<file path="config.mk">
export PLATFORM = sky130hd
export DESIGN_NAME = rc_filter_cascade_top
export DESIGN_NICKNAME = d
export VERILOG_FILES = /design/src/sv/rcf_pkg.sv /design/src/sv/rcf_sequencer.sv /design/src/sv/rcf_state_mem.sv /design/src/sv/rcf_datapath.sv /design/src/sv/rc_filter_cascade_top.sv
export VERILOG_INCLUDE_DIRS = /design/src /design/src/sv
export SDC_FILE = /design/constraint.sdc
export NUM_CORES = 2
export LEC_CHECK = 0
export BUFFER_PORTS_ARGS = -buffer_cell sky130_fd_sc_hd__buf_2
export CAP_MARGIN = 20
export CORE_MARGIN = 5
export CORE_UTILIZATION = 30
export DETAILED_ROUTE_END_ITERATION = 16
export GPL_TIMING_DRIVEN = 0
export PLACE_DENSITY = 0.47
export SLEW_MARGIN = 20
export SYNTH_ARGS = -nofsm -noshare
export SYNTH_HDL_FRONTEND = slang
export SYNTH_HIERARCHICAL = 1
export SYNTH_SLANG_ARGS = --single-unit
</file>
<file path="constraint.sdc">
create_clock -name clock -period 19.5 [get_ports clock]
set_clock_uncertainty 0.1 [all_clocks]
set_input_delay 0 -clock clock [delete_from_list [all_inputs] [get_ports clock]]
set_output_delay 0 -clock clock [all_outputs]
set_load 0.03 [all_outputs]
</file>
<file path="src/sv/rc_filter_cascade_top_assert.svh">
// Assertion macros shared by the filter cascade RTL.
`ifndef RC_FILTER_CASCADE_TOP_ASSERT_SVH
`define RC_FILTER_CASCADE_TOP_ASSERT_SVH

// Consequence must hold in the same cycle.
`define RCF_ASSERT_SAME(label, clk, rst, ante, cons) \
   label: assert property (@(posedge clk) disable iff (rst) (ante) |-> (cons)) \
      else $error("rc filter cascade: same-cycle check failed");

// Consequence must hold in the following cycle.
`define RCF_ASSERT_NEXT(label, clk, rst, ante, cons) \
   label: assert property (@(posedge clk) disable iff (rst) (ante) |=> (cons)) \
      else $error("rc filter cascade: next-cycle check failed");

`endif

</file>
<file path="src/sv/rcf_pkg.sv">
// Shared types, constants and microcode table of the RC filter cascade.
package rcf_pkg;

   localparam int SAMPLE_W = 16;
   localparam int Q_W      = 24;
   localparam int K_W      = 15;
   localparam int GAIN_W   = 16;
   localparam int STEP_W   = 3;
   localparam int CSR_IDX_W = 8;

   // Register indexes of the configuration port
   localparam logic [CSR_IDX_W-1:0] CSR_MODE   = 8'd0;
   localparam logic [CSR_IDX_W-1:0] CSR_STAGES = 8'd1;
   localparam logic [CSR_IDX_W-1:0] CSR_COEF_K = 8'd2;
   localparam logic [CSR_IDX_W-1:0] CSR_GAIN   = 8'd3;

   // Filter modes (any mode with bit 1 set runs as bandpass)
   localparam logic [1:0] MODE_HP = 2'd0;
   localparam logic [1:0] MODE_LP = 2'd1;

   // Program addresses
   localparam logic [STEP_W-1:0] STEP_IDLE   = 3'd0;
   localparam logic [STEP_W-1:0] STEP_READ   = 3'd1;
   localparam logic [STEP_W-1:0] STEP_LEAK   = 3'd2;
   localparam logic [STEP_W-1:0] STEP_QUPD   = 3'd3;
   localparam logic [STEP_W-1:0] STEP_OUTMUL = 3'd4;
   localparam logic [STEP_W-1:0] STEP_SAT    = 3'd5;
   localparam logic [STEP_W-1:0] STEP_EMIT   = 3'd6;

   typedef enum logic [2:0] {
      OP_IDLE,
      OP_READ,
      OP_LEAK,
      OP_QUPD,
      OP_OUTMUL,
      OP_SAT,
      OP_EMIT
   } op_type;

   typedef enum logic [1:0] {
      COND_ALWAYS,
      COND_REQ,
      COND_DONE,
      COND_OUT_FREE
   } cond_type;

   typedef struct packed {
      op_type              op;
      cond_type            cond;
      logic                hold;    // stay on this step while the condition is false
      logic [STEP_W-1:0]   target;
   } ctrl_word_type;

   typedef struct packed {
      logic signed [SAMPLE_W-1:0] prev;
      logic signed [Q_W-1:0]      q;
   } entry_type;

   localparam logic signed [Q_W-1:0] Q_MAX = 24'sh7FFFFF;
   localparam logic signed [Q_W-1:0] Q_MIN = -24'sh800000;

   function automatic ctrl_word_type rcf_rom(input logic [STEP_W-1:0] step);
      ctrl_word_type w;
      unique case (step)
         STEP_IDLE:   w = '{OP_IDLE,   COND_REQ,      1'b1, STEP_READ};
         STEP_READ:   w = '{OP_READ,   COND_DONE,     1'b0, STEP_EMIT};
         STEP_LEAK:   w = '{OP_LEAK,   COND_ALWAYS,   1'b0, STEP_QUPD};
         STEP_QUPD:   w = '{OP_QUPD,   COND_ALWAYS,   1'b0, STEP_OUTMUL};
         STEP_OUTMUL: w = '{OP_OUTMUL, COND_ALWAYS,   1'b0, STEP_SAT};
         STEP_SAT:    w = '{OP_SAT,    COND_ALWAYS,   1'b0, STEP_READ};
         STEP_EMIT:   w = '{OP_EMIT,   COND_OUT_FREE, 1'b1, STEP_IDLE};
         default:     w = '{OP_IDLE,   COND_ALWAYS,   1'b0, STEP_IDLE};
      endcase
      return w;
   endfunction

endpackage

</file>
<file path="src/sv/rcf_sequencer.sv">
// Microcode sequencer: step counter, control table lookup and section counter.
module rcf_sequencer #(
   parameter int MAX_STAGES = 8
) (
   input  logic                                clock,
   input  logic                                reset,
   input  logic                                req_fire,
   input  logic                                out_free,
   input  logic [$clog2(2*MAX_STAGES+1)-1:0]   total,
   output rcf_pkg::ctrl_word_type              ctrl,
   output logic [$clog2(2*MAX_STAGES+1)-1:0]   sec,
   output logic                                done
);
   import rcf_pkg::*;

   localparam int CW = $clog2(2*MAX_STAGES+1);

   logic [STEP_W-1:0] pc_ff, pc_in;
   logic [CW-1:0]     sec_ff, sec_in;
   logic              cond_true;

   assign ctrl = rcf_rom(pc_ff);
   assign sec  = sec_ff;
   assign done = (sec_ff == total);

   always_comb begin
      case (ctrl.cond)
         COND_ALWAYS:   cond_true = 1'b1;
         COND_REQ:      cond_true = req_fire;
         COND_DONE:     cond_true = done;
         COND_OUT_FREE: cond_true = out_free;
         default:       cond_true = 1'b0;
      endcase
   end

   always_comb begin
      if (cond_true) begin
         pc_in = ctrl.target;
      end else if (ctrl.hold) begin
         pc_in = pc_ff;
      end else begin
         pc_in = pc_ff + 3'd1;
      end
   end

   always_comb begin
      case (ctrl.op)
         OP_IDLE: sec_in = '0;
         OP_SAT:  sec_in = sec_ff + 1'b1;
         default: sec_in = sec_ff;
      endcase
   end

   always_ff @(posedge clock) begin
      if (reset) begin
         pc_ff  <= STEP_IDLE;
         sec_ff <= '0;
      end else begin
         pc_ff  <= pc_in;
         sec_ff <= sec_in;
      end
   end

`include "rc_filter_cascade_top_assert.svh"

   `RCF_ASSERT_NEXT(a_start_first_section, clock, reset, req_fire, (sec_ff == '0 && pc_ff == STEP_READ))
   `RCF_ASSERT_NEXT(a_sat_loops_back, clock, reset, (ctrl.op == OP_SAT), (pc_ff == STEP_READ && sec_ff == $past(sec_ff) + 1'b1))

endmodule

</file>
<file path="src/sv/rcf_state_mem.sv">
// Section state store: previous input and capacitor current per section.
module rcf_state_mem #(
   parameter int ENTRIES = 16
) (
   input  logic                        clock,
   input  logic                        reset,
   input  logic                        rd_en,
   input  logic                        wr_en,
   input  logic [$clog2(ENTRIES)-1:0]  addr,
   input  rcf_pkg::entry_type          wr_data,
   output rcf_pkg::entry_type          rd_data
);
   import rcf_pkg::*;

   entry_type            mem_ff [ENTRIES];
   entry_type            rd_ff;
   logic                 rd_valid_ff;
   logic [ENTRIES-1:0]   valid_ff;

   always_ff @(posedge clock) begin
      if (wr_en) begin
         mem_ff[addr] <= wr_data;
      end
      if (rd_en) begin
         rd_ff <= mem_ff[addr];
      end
   end

   always_ff @(posedge clock) begin
      if (reset) begin
         valid_ff    <= '0;
         rd_valid_ff <= 1'b0;
      end else begin
         if (wr_en) begin
            valid_ff[addr] <= 1'b1;
         end
         if (rd_en) begin
            rd_valid_ff <= valid_ff[addr];
         end
      end
   end

   // never-written entries read as the cleared state
   assign rd_data = rd_valid_ff ? rd_ff : '0;

`include "rc_filter_cascade_top_assert.svh"

   `RCF_ASSERT_NEXT(a_write_marks_valid, clock, reset, wr_en, valid_ff[$past(addr)])

endmodule

</file>
<file path="src/sv/rcf_datapath.sv">
// Section arithmetic: leak multiply, current update, gain multiply, saturation.
module rcf_datapath (
   input  logic                                 clock,
   input  rcf_pkg::op_type                      op,
   input  logic                                 req_fire,
   input  logic [rcf_pkg::SAMPLE_W-1:0]         sample_in,
   input  logic [rcf_pkg::K_W-1:0]              coef_k,
   input  logic [rcf_pkg::GAIN_W-1:0]           gain,
   input  logic                                 lowpass,
   input  rcf_pkg::entry_type                   rd_data,
   output rcf_pkg::entry_type                   wr_data,
   output logic signed [rcf_pkg::SAMPLE_W-1:0]  x
);
   import rcf_pkg::*;

   logic signed [SAMPLE_W-1:0] x_ff, x_in;
   logic signed [16:0]         dx_ff, dx_in;
   logic signed [Q_W-1:0]      qold_ff;
   logic signed [39:0]         leak_ff, leak_in;
   logic signed [Q_W-1:0]      qnew_ff, qnew_in;
   logic signed [41:0]         prod_ff, prod_in;

   logic signed [39:0]         leak_rnd;
   logic signed [24:0]         leak_r;
   logic signed [26:0]         qsum;
   logic signed [24:0]         opnd;
   logic signed [41:0]         y_full;

   assign leak_in = rd_data.q * $signed({1'b0, coef_k});
   assign dx_in   = $signed({x_ff[15], x_ff}) - $signed({rd_data.prev[15], rd_data.prev});

   // round half up, then q + dx - leak with saturation to 24 bits
   assign leak_rnd = (leak_ff + 40'sd16384) >>> 15;
   assign leak_r   = leak_rnd[24:0];
   assign qsum     = $signed({{3{qold_ff[23]}}, qold_ff}) + $signed({{10{dx_ff[16]}}, dx_ff})
                   - $signed({{2{leak_r[24]}}, leak_r});

   always_comb begin
      if (qsum > $signed({{3{Q_MAX[23]}}, Q_MAX})) begin
         qnew_in = Q_MAX;
      end else if (qsum < $signed({{3{Q_MIN[23]}}, Q_MIN})) begin
         qnew_in = Q_MIN;
      end else begin
         qnew_in = qsum[23:0];
      end
   end

   assign wr_data = '{prev: x_ff, q: qnew_in};

   assign opnd    = lowpass ? ($signed({{9{x_ff[15]}}, x_ff}) - $signed({qnew_ff[23], qnew_ff}))
                            : $signed({qnew_ff[23], qnew_ff});
   assign prod_in = opnd * $signed({1'b0, gain});

   assign y_full = (prod_ff + 42'sd2048) >>> 12;

   always_comb begin
      x_in = x_ff;
      case (op)
         OP_IDLE: begin
            if (req_fire) begin
               x_in = $signed(sample_in);
            end
         end
         OP_SAT: begin
            if (y_full > 42'sd32767) begin
               x_in = 16'sh7FFF;
            end else if (y_full < -42'sd32768) begin
               x_in = -16'sh8000;
            end else begin
               x_in = y_full[15:0];
            end
         end
         default: x_in = x_ff;
      endcase
   end

   always_ff @(posedge clock) begin
      x_ff <= x_in;
      if (op == OP_LEAK) begin
         leak_ff <= leak_in;
         dx_ff   <= dx_in;
         qold_ff <= rd_data.q;
      end
      if (op == OP_QUPD) begin
         qnew_ff <= qnew_in;
      end
      if (op == OP_OUTMUL) begin
         prod_ff <= prod_in;
      end
   end

   assign x = x_ff;

endmodule

</file>
<file path="src/sv/rc_filter_cascade_top.sv">
// RC filter cascade: a sample passes through up to MAX_STAGES first-order RC stages.
//
// req_ channel takes one signed 16-bit sample in tdata[15:0]; rsp_ channel returns
// one saturated 16-bit filtered sample per input in tdata[15:0]. The csr_ channel
// writes filter_mode (0), stages_used (1), coef_k (2) and gain (3); write only
// while no sample is in flight. csr_ready is high whenever reset is low.
// A microcoded sequencer runs five control steps per section on one shared
// datapath (state read, leak multiply, current update and write-back, gain
// multiply, round and saturate). With S sections in use (stages_used clipped to
// MAX_STAGES, doubled in bandpass mode) a sample runs through all S sections and
// goes to rsp_ from the emit step; no new sample is taken until the idle step.
// The result sits in an output register: the sequencer waits in its emit step
// only while that register is full and the receiver stalls.
// Reset clears all section state, loads the register reset values and returns
// the sequencer to its idle step; no clearing pass is needed.
module rc_filter_cascade_top #(
   parameter int MAX_STAGES = 8
) (
   input  logic        clock,
   input  logic        reset,
   input  logic        req_tvalid,
   output logic        req_tready,
   input  logic [15:0] req_tdata,     // [15:0] sample_in
   output logic        rsp_tvalid,
   input  logic        rsp_tready,
   output logic [15:0] rsp_tdata,     // [15:0] sample_out
   input  logic        csr_valid,
   output logic        csr_ready,
   input  logic [rcf_pkg::CSR_IDX_W-1:0] csr_index,
   input  logic [15:0] csr_data
);
   import rcf_pkg::*;

   localparam int ENTRIES = 2 * MAX_STAGES;
   localparam int AW      = $clog2(ENTRIES);
   localparam int CW      = $clog2(2*MAX_STAGES+1);

   logic [1:0]        mode_ff;
   logic [3:0]        stages_ff;
   logic [K_W-1:0]    coef_k_ff;
   logic [GAIN_W-1:0] gain_ff;

   logic              rsp_valid_ff, rsp_valid_in;
   logic [15:0]       rsp_data_ff;

   ctrl_word_type     ctrl;
   logic [CW-1:0]     sec;
   logic              done;
   logic [CW-1:0]     total;
   logic [5:0]        stages_ext, n_used;
   logic              hp_only, lp_only, lowpass;
   logic [AW-1:0]     addr;
   logic              req_fire, out_free, out_load;
   entry_type         rd_data, wr_data;
   logic signed [SAMPLE_W-1:0] x;

   assign csr_ready = !reset;

   always_ff @(posedge clock) begin
      if (reset) begin
         mode_ff   <= MODE_HP;
         stages_ff <= 4'd1;
         coef_k_ff <= 15'd1024;
         gain_ff   <= 16'd4096;
      end else if (csr_valid) begin
         unique case (csr_index)
            CSR_MODE:   mode_ff   <= csr_data[1:0];
            CSR_STAGES: stages_ff <= csr_data[3:0];
            CSR_COEF_K: coef_k_ff <= csr_data[14:0];
            CSR_GAIN:   gain_ff   <= csr_data;
            default:    mode_ff   <= mode_ff;
         endcase
      end
   end

   assign hp_only    = (mode_ff == MODE_HP);
   assign lp_only    = (mode_ff == MODE_LP);
   assign stages_ext = {2'b00, stages_ff};
   assign n_used     = (stages_ext > 6'(MAX_STAGES)) ? 6'(MAX_STAGES) : stages_ext;
   assign total      = (hp_only || lp_only) ? CW'(n_used) : CW'({n_used, 1'b0});

   // stage s keeps its highpass section at entry 2s and its lowpass one at 2s+1
   always_comb begin
      if (hp_only) begin
         addr    = AW'({sec, 1'b0});
         lowpass = 1'b0;
      end else if (lp_only) begin
         addr    = AW'({sec, 1'b1});
         lowpass = 1'b1;
      end else begin
         addr    = AW'(sec);
         lowpass = sec[0];
      end
   end

   assign req_tready = (ctrl.op == OP_IDLE) && !reset;
   assign req_fire   = req_tvalid && req_tready;
   assign out_free   = !rsp_valid_ff || rsp_tready;
   assign out_load   = (ctrl.op == OP_EMIT) && out_free;

   rcf_sequencer #(
      .MAX_STAGES (MAX_STAGES)
   ) u_seq (
      .clock    (clock),
      .reset    (reset),
      .req_fire (req_fire),
      .out_free (out_free),
      .total    (total),
      .ctrl     (ctrl),
      .sec      (sec),
      .done     (done)
   );

   rcf_state_mem #(
      .ENTRIES (ENTRIES)
   ) u_mem (
      .clock   (clock),
      .reset   (reset),
      .rd_en   ((ctrl.op == OP_READ) && !done),
      .wr_en   (ctrl.op == OP_QUPD),
      .addr    (addr),
      .wr_data (wr_data),
      .rd_data (rd_data)
   );

   rcf_datapath u_dp (
      .clock     (clock),
      .op        (ctrl.op),
      .req_fire  (req_fire),
      .sample_in (req_tdata),
      .coef_k    (coef_k_ff),
      .gain      (gain_ff),
      .lowpass   (lowpass),
      .rd_data   (rd_data),
      .wr_data   (wr_data),
      .x         (x)
   );

   always_comb begin
      if (out_load) begin
         rsp_valid_in = 1'b1;
      end else if (rsp_tready) begin
         rsp_valid_in = 1'b0;
      end else begin
         rsp_valid_in = rsp_valid_ff;
      end
   end

   always_ff @(posedge clock) begin
      if (reset) begin
         rsp_valid_ff <= 1'b0;
      end else begin
         rsp_valid_ff <= rsp_valid_in;
      end
   end

   always_ff @(posedge clock) begin
      if (out_load) begin
         rsp_data_ff <= x;
      end
   end

   assign rsp_tvalid = rsp_valid_ff;
   assign rsp_tdata  = rsp_data_ff;

`include "rc_filter_cascade_top_assert.svh"

   `RCF_ASSERT_NEXT(a_taken_clears_output, clock, reset, (rsp_valid_ff && rsp_tready && !out_load), !rsp_tvalid)
   `RCF_ASSERT_NEXT(a_busy_after_transfer, clock, reset, req_fire, !req_tready)
   `RCF_ASSERT_SAME(a_emit_has_room, clock, reset, out_load, (!rsp_valid_ff || rsp_tready))

endmodule

</file>
==> results.md <==
* Status: finished, final reports clean
* Power Total at 7.991 mW
* Tightest Pin Transition at 1.198 ns
* R2R Path End: u_dp/prod_ff[41]$_DFFE_PN_
* DR pass1 iterations at 8
* Final Max Slew Viols at 0
* IO Pins at 64
* Slew Limit Headroom at 0.2011
* Setup TNS at 0 ns
* HP Class: in2reg
* Most frequent CP cell: fa_1
* Peak supply drop at 0.0004671 V
* Buffers on Ports at 62
* Cell Area, Synth at 65420 sq um
* Die width at 477.0 microns
* Layout cells sized above 1 at 0.1059
* DR vias at 40920
* Routability cong. at 0.8652
* Max Cap Viol at 0
* Clk_lat worst skew at 0.72 ns
* Fin crit share at 0.6041
* Nets at 6629
* H-tree depth reported by CTS at 3
* Initial antenna violation count at 17
* Initial DRC Count at 3246
* RSZ-0062 raised after global routing: no
* Area growth, synth to finish at 13.61%
* FF-to-FF setup slack at 7.72 ns
* Pin count of the biggest net entering global routing at 25
* Clock network fraction of total power at 0.227
* Critical Path RT at 19.83 ns
* Die area at 227500 sq um
* Post-route ant nets at 0
* First-pass GRT wire length at 285500 microns
* Peak per-stage delay on the critical path at 1.13 ns
* CP endpoint kind: flop
* Switching pwr at 3.119 mW
* Slowest CP cell: edfxtp_1
* CTS root buf: clkbuf_16
* Core Area at 217200 sq um
* Combinational Power Share at 0.366
* Cell family with most CP delay: adder cells
* Hold WS at 0.08091 ns
* CTS sink cnt at 897
* Vias per std cell at 4.819
* Vias in the first global route at 42960
* Clock Tree Buf Depth at 3
* Final min period at 11.78 ns
* TritonCTS clock tree: yes
* Internal at 4.873 mW
* Fmax at 84.90 MHz
* Hold Path End: u_dp/x[11]$_DFFE_PP_
* # rows at 171
* Residual DRC at 0
* Cts bufs inserted at 99
* Part of the power in registers at 0.406
* Hold path depth at 4
* Synth warn at 6
* Buf/Inv on CP at 5
* WL final at 190900 microns
* Final Util at 0.3422
* CP arrival at 12.11 ns
* Die Ht at 477.0 microns
* FF-to-FF path depth at 33
* Critical hold path startpoint: req_tvalid
* Starting Density at 0.3012
* Overflow after GRT at 0
* Post-cts sizing count at 0
* Pleak at 28.61 nW
* Post-synthesis net count at 6333
* Critical Setup Path Class: reg2reg
* Hold Fails Final Rpt at 0
* Avg WL per Cell at 22.48 microns
* GRT Util Overall at 0.1680
* RR Startpoint: u_dp/x[1]$_DFFE_PP_
* Sw frac at 0.3903
* Post-DP HPWL at 146400 microns
* Max FO, Critical Path at 20
* Syn_area_per_cell at 12.45 sq um
* PD cells at 107.5 nW/um^2
* Clk slew on worst S/H paths at 0.06 ns
* Final setup fails at 0
* CP Launch Type: flop
* Syn Inst Count at 5253
==> flip-flops by register name (all words and copies together) (netlist names) <==
signal / cells
u_dp/prod_ff: 31
u_seq/sec: 5
u_dp/qold_ff: 24
rsp_tdata: 16
u_dp/leak_ff: 26
u_dp/dx_ff: 17
u_dp/x: 16
u_seq/pc_ff: 3
u_mem/mem_ff: 640
rsp_tvalid: 1
u_mem/rd_ff: 40
mode_ff: 2
gain_ff: 16
stages_ff: 4
u_mem/rd_valid_ff: 1
u_mem/valid_ff: 16
u_dp/qnew_ff: 24
coef_k_ff: 15
==> stage by stage <==
stage | setup WS (ns) | cells | instance area, sq um
global route | 7.260 | 8484 | 74300
floorplan | 10.80 | 5253 | 65420
global placement | 7.735 | 8169 | 69300
detailed placement | 7.763 | 8251 | 70600
CTS | 7.742 | 8481 | 74250
finish | 7.721 | 8491 | 74320
==> power groups by stage <==
stage               Combinational, mW  Sequential (mW)  Clock [mW]
floorplan                        1.65             3.22           0
global placement                 2.80             3.32           0
detailed placement               2.89             3.29           0
CTS                              2.92             3.26        1.87
global route                     3.15             3.26        1.95
finish                           2.93             3.25        1.82
==> layer usage <==
metal	up-vias	routed length (microns)	GRT usage
met5	-	0	0
met4	0	5695	0.04726
met3	238	10490	0.02201
met2	1116	91110	0.2765
met1	21500	83550	0.2335
li1	18060	-	-
==> worst min-delay path: stages <==
cell	delay [ns]
buf_2	0.11
and2_1	0.21
nand2_1	0.13
a21oi_4	0.19
==> how the worst max path moves through the flow <==
| stage | cells past startpoint | end | startpoint |
|---|---|---|---|
| final | 33 | u_dp/prod_ff[41]$_DFFE_PN_ | u_dp/x[1]$_DFFE_PP_ |
| after global routing | 33 | u_dp/prod_ff[41]$_DFFE_PN_ | u_dp/x[1]$_DFFE_PP_ |
| after CTS | 33 | u_dp/prod_ff[41]$_DFFE_PN_ | u_dp/x[1]$_DFFE_PP_ |
| after detailed placement | 34 | u_dp/prod_ff[41]$_DFFE_PN_ | u_dp/x[0]$_DFFE_PP_ |
| after global placement | 34 | u_dp/prod_ff[41]$_DFFE_PN_ | u_dp/x[0]$_DFFE_PP_ |
| after floorplan | 34 | u_dp/prod_ff[41]$_DFFE_PN_ | u_dp/x[0]$_DFFE_PP_ |
==> cell usage in the layout, fill, tap and decap left out, types with 49 or more instances in the layout <==
master           n
ha_1           270
a21o_1          68
inv_1          890
xnor2_1         99
buf_4           52
nor2_1         120
mux2i_1         49
buf_2           91
o21ai_0         54
fa_1           765
a21oi_1        139
nand2_1        583
xor2_1          59
mux4_2         204
dlygate4sd3_1   49
nand3_1         67
clkbuf_1       195
edfxtp_1       834
dfxtp_1         63
clkbuf_16      100
and2_1         360
==> repair_timing <==
action	in CTS	in global routing
buffers inserted	0	0
hold buffers	49	0
endpoints found under the hold margin	79	0
==> area by class of cell <==
cell class                      instances  area, sq um
Fill cell                           21510       142800
Tap cell                             2854         3571
Timing Repair Buffer                  195         1997
Antenna cell                            8        20.02
Inverter                              892         3348
Clock inverter                         62        578.1
Clock buffer                          119         2574
Sequential cell                       897        26310
Multi-Input combinational cell       3224        34820
Buffer                                240         1104
Note: power is estimated with default switching activity, not from simulation.
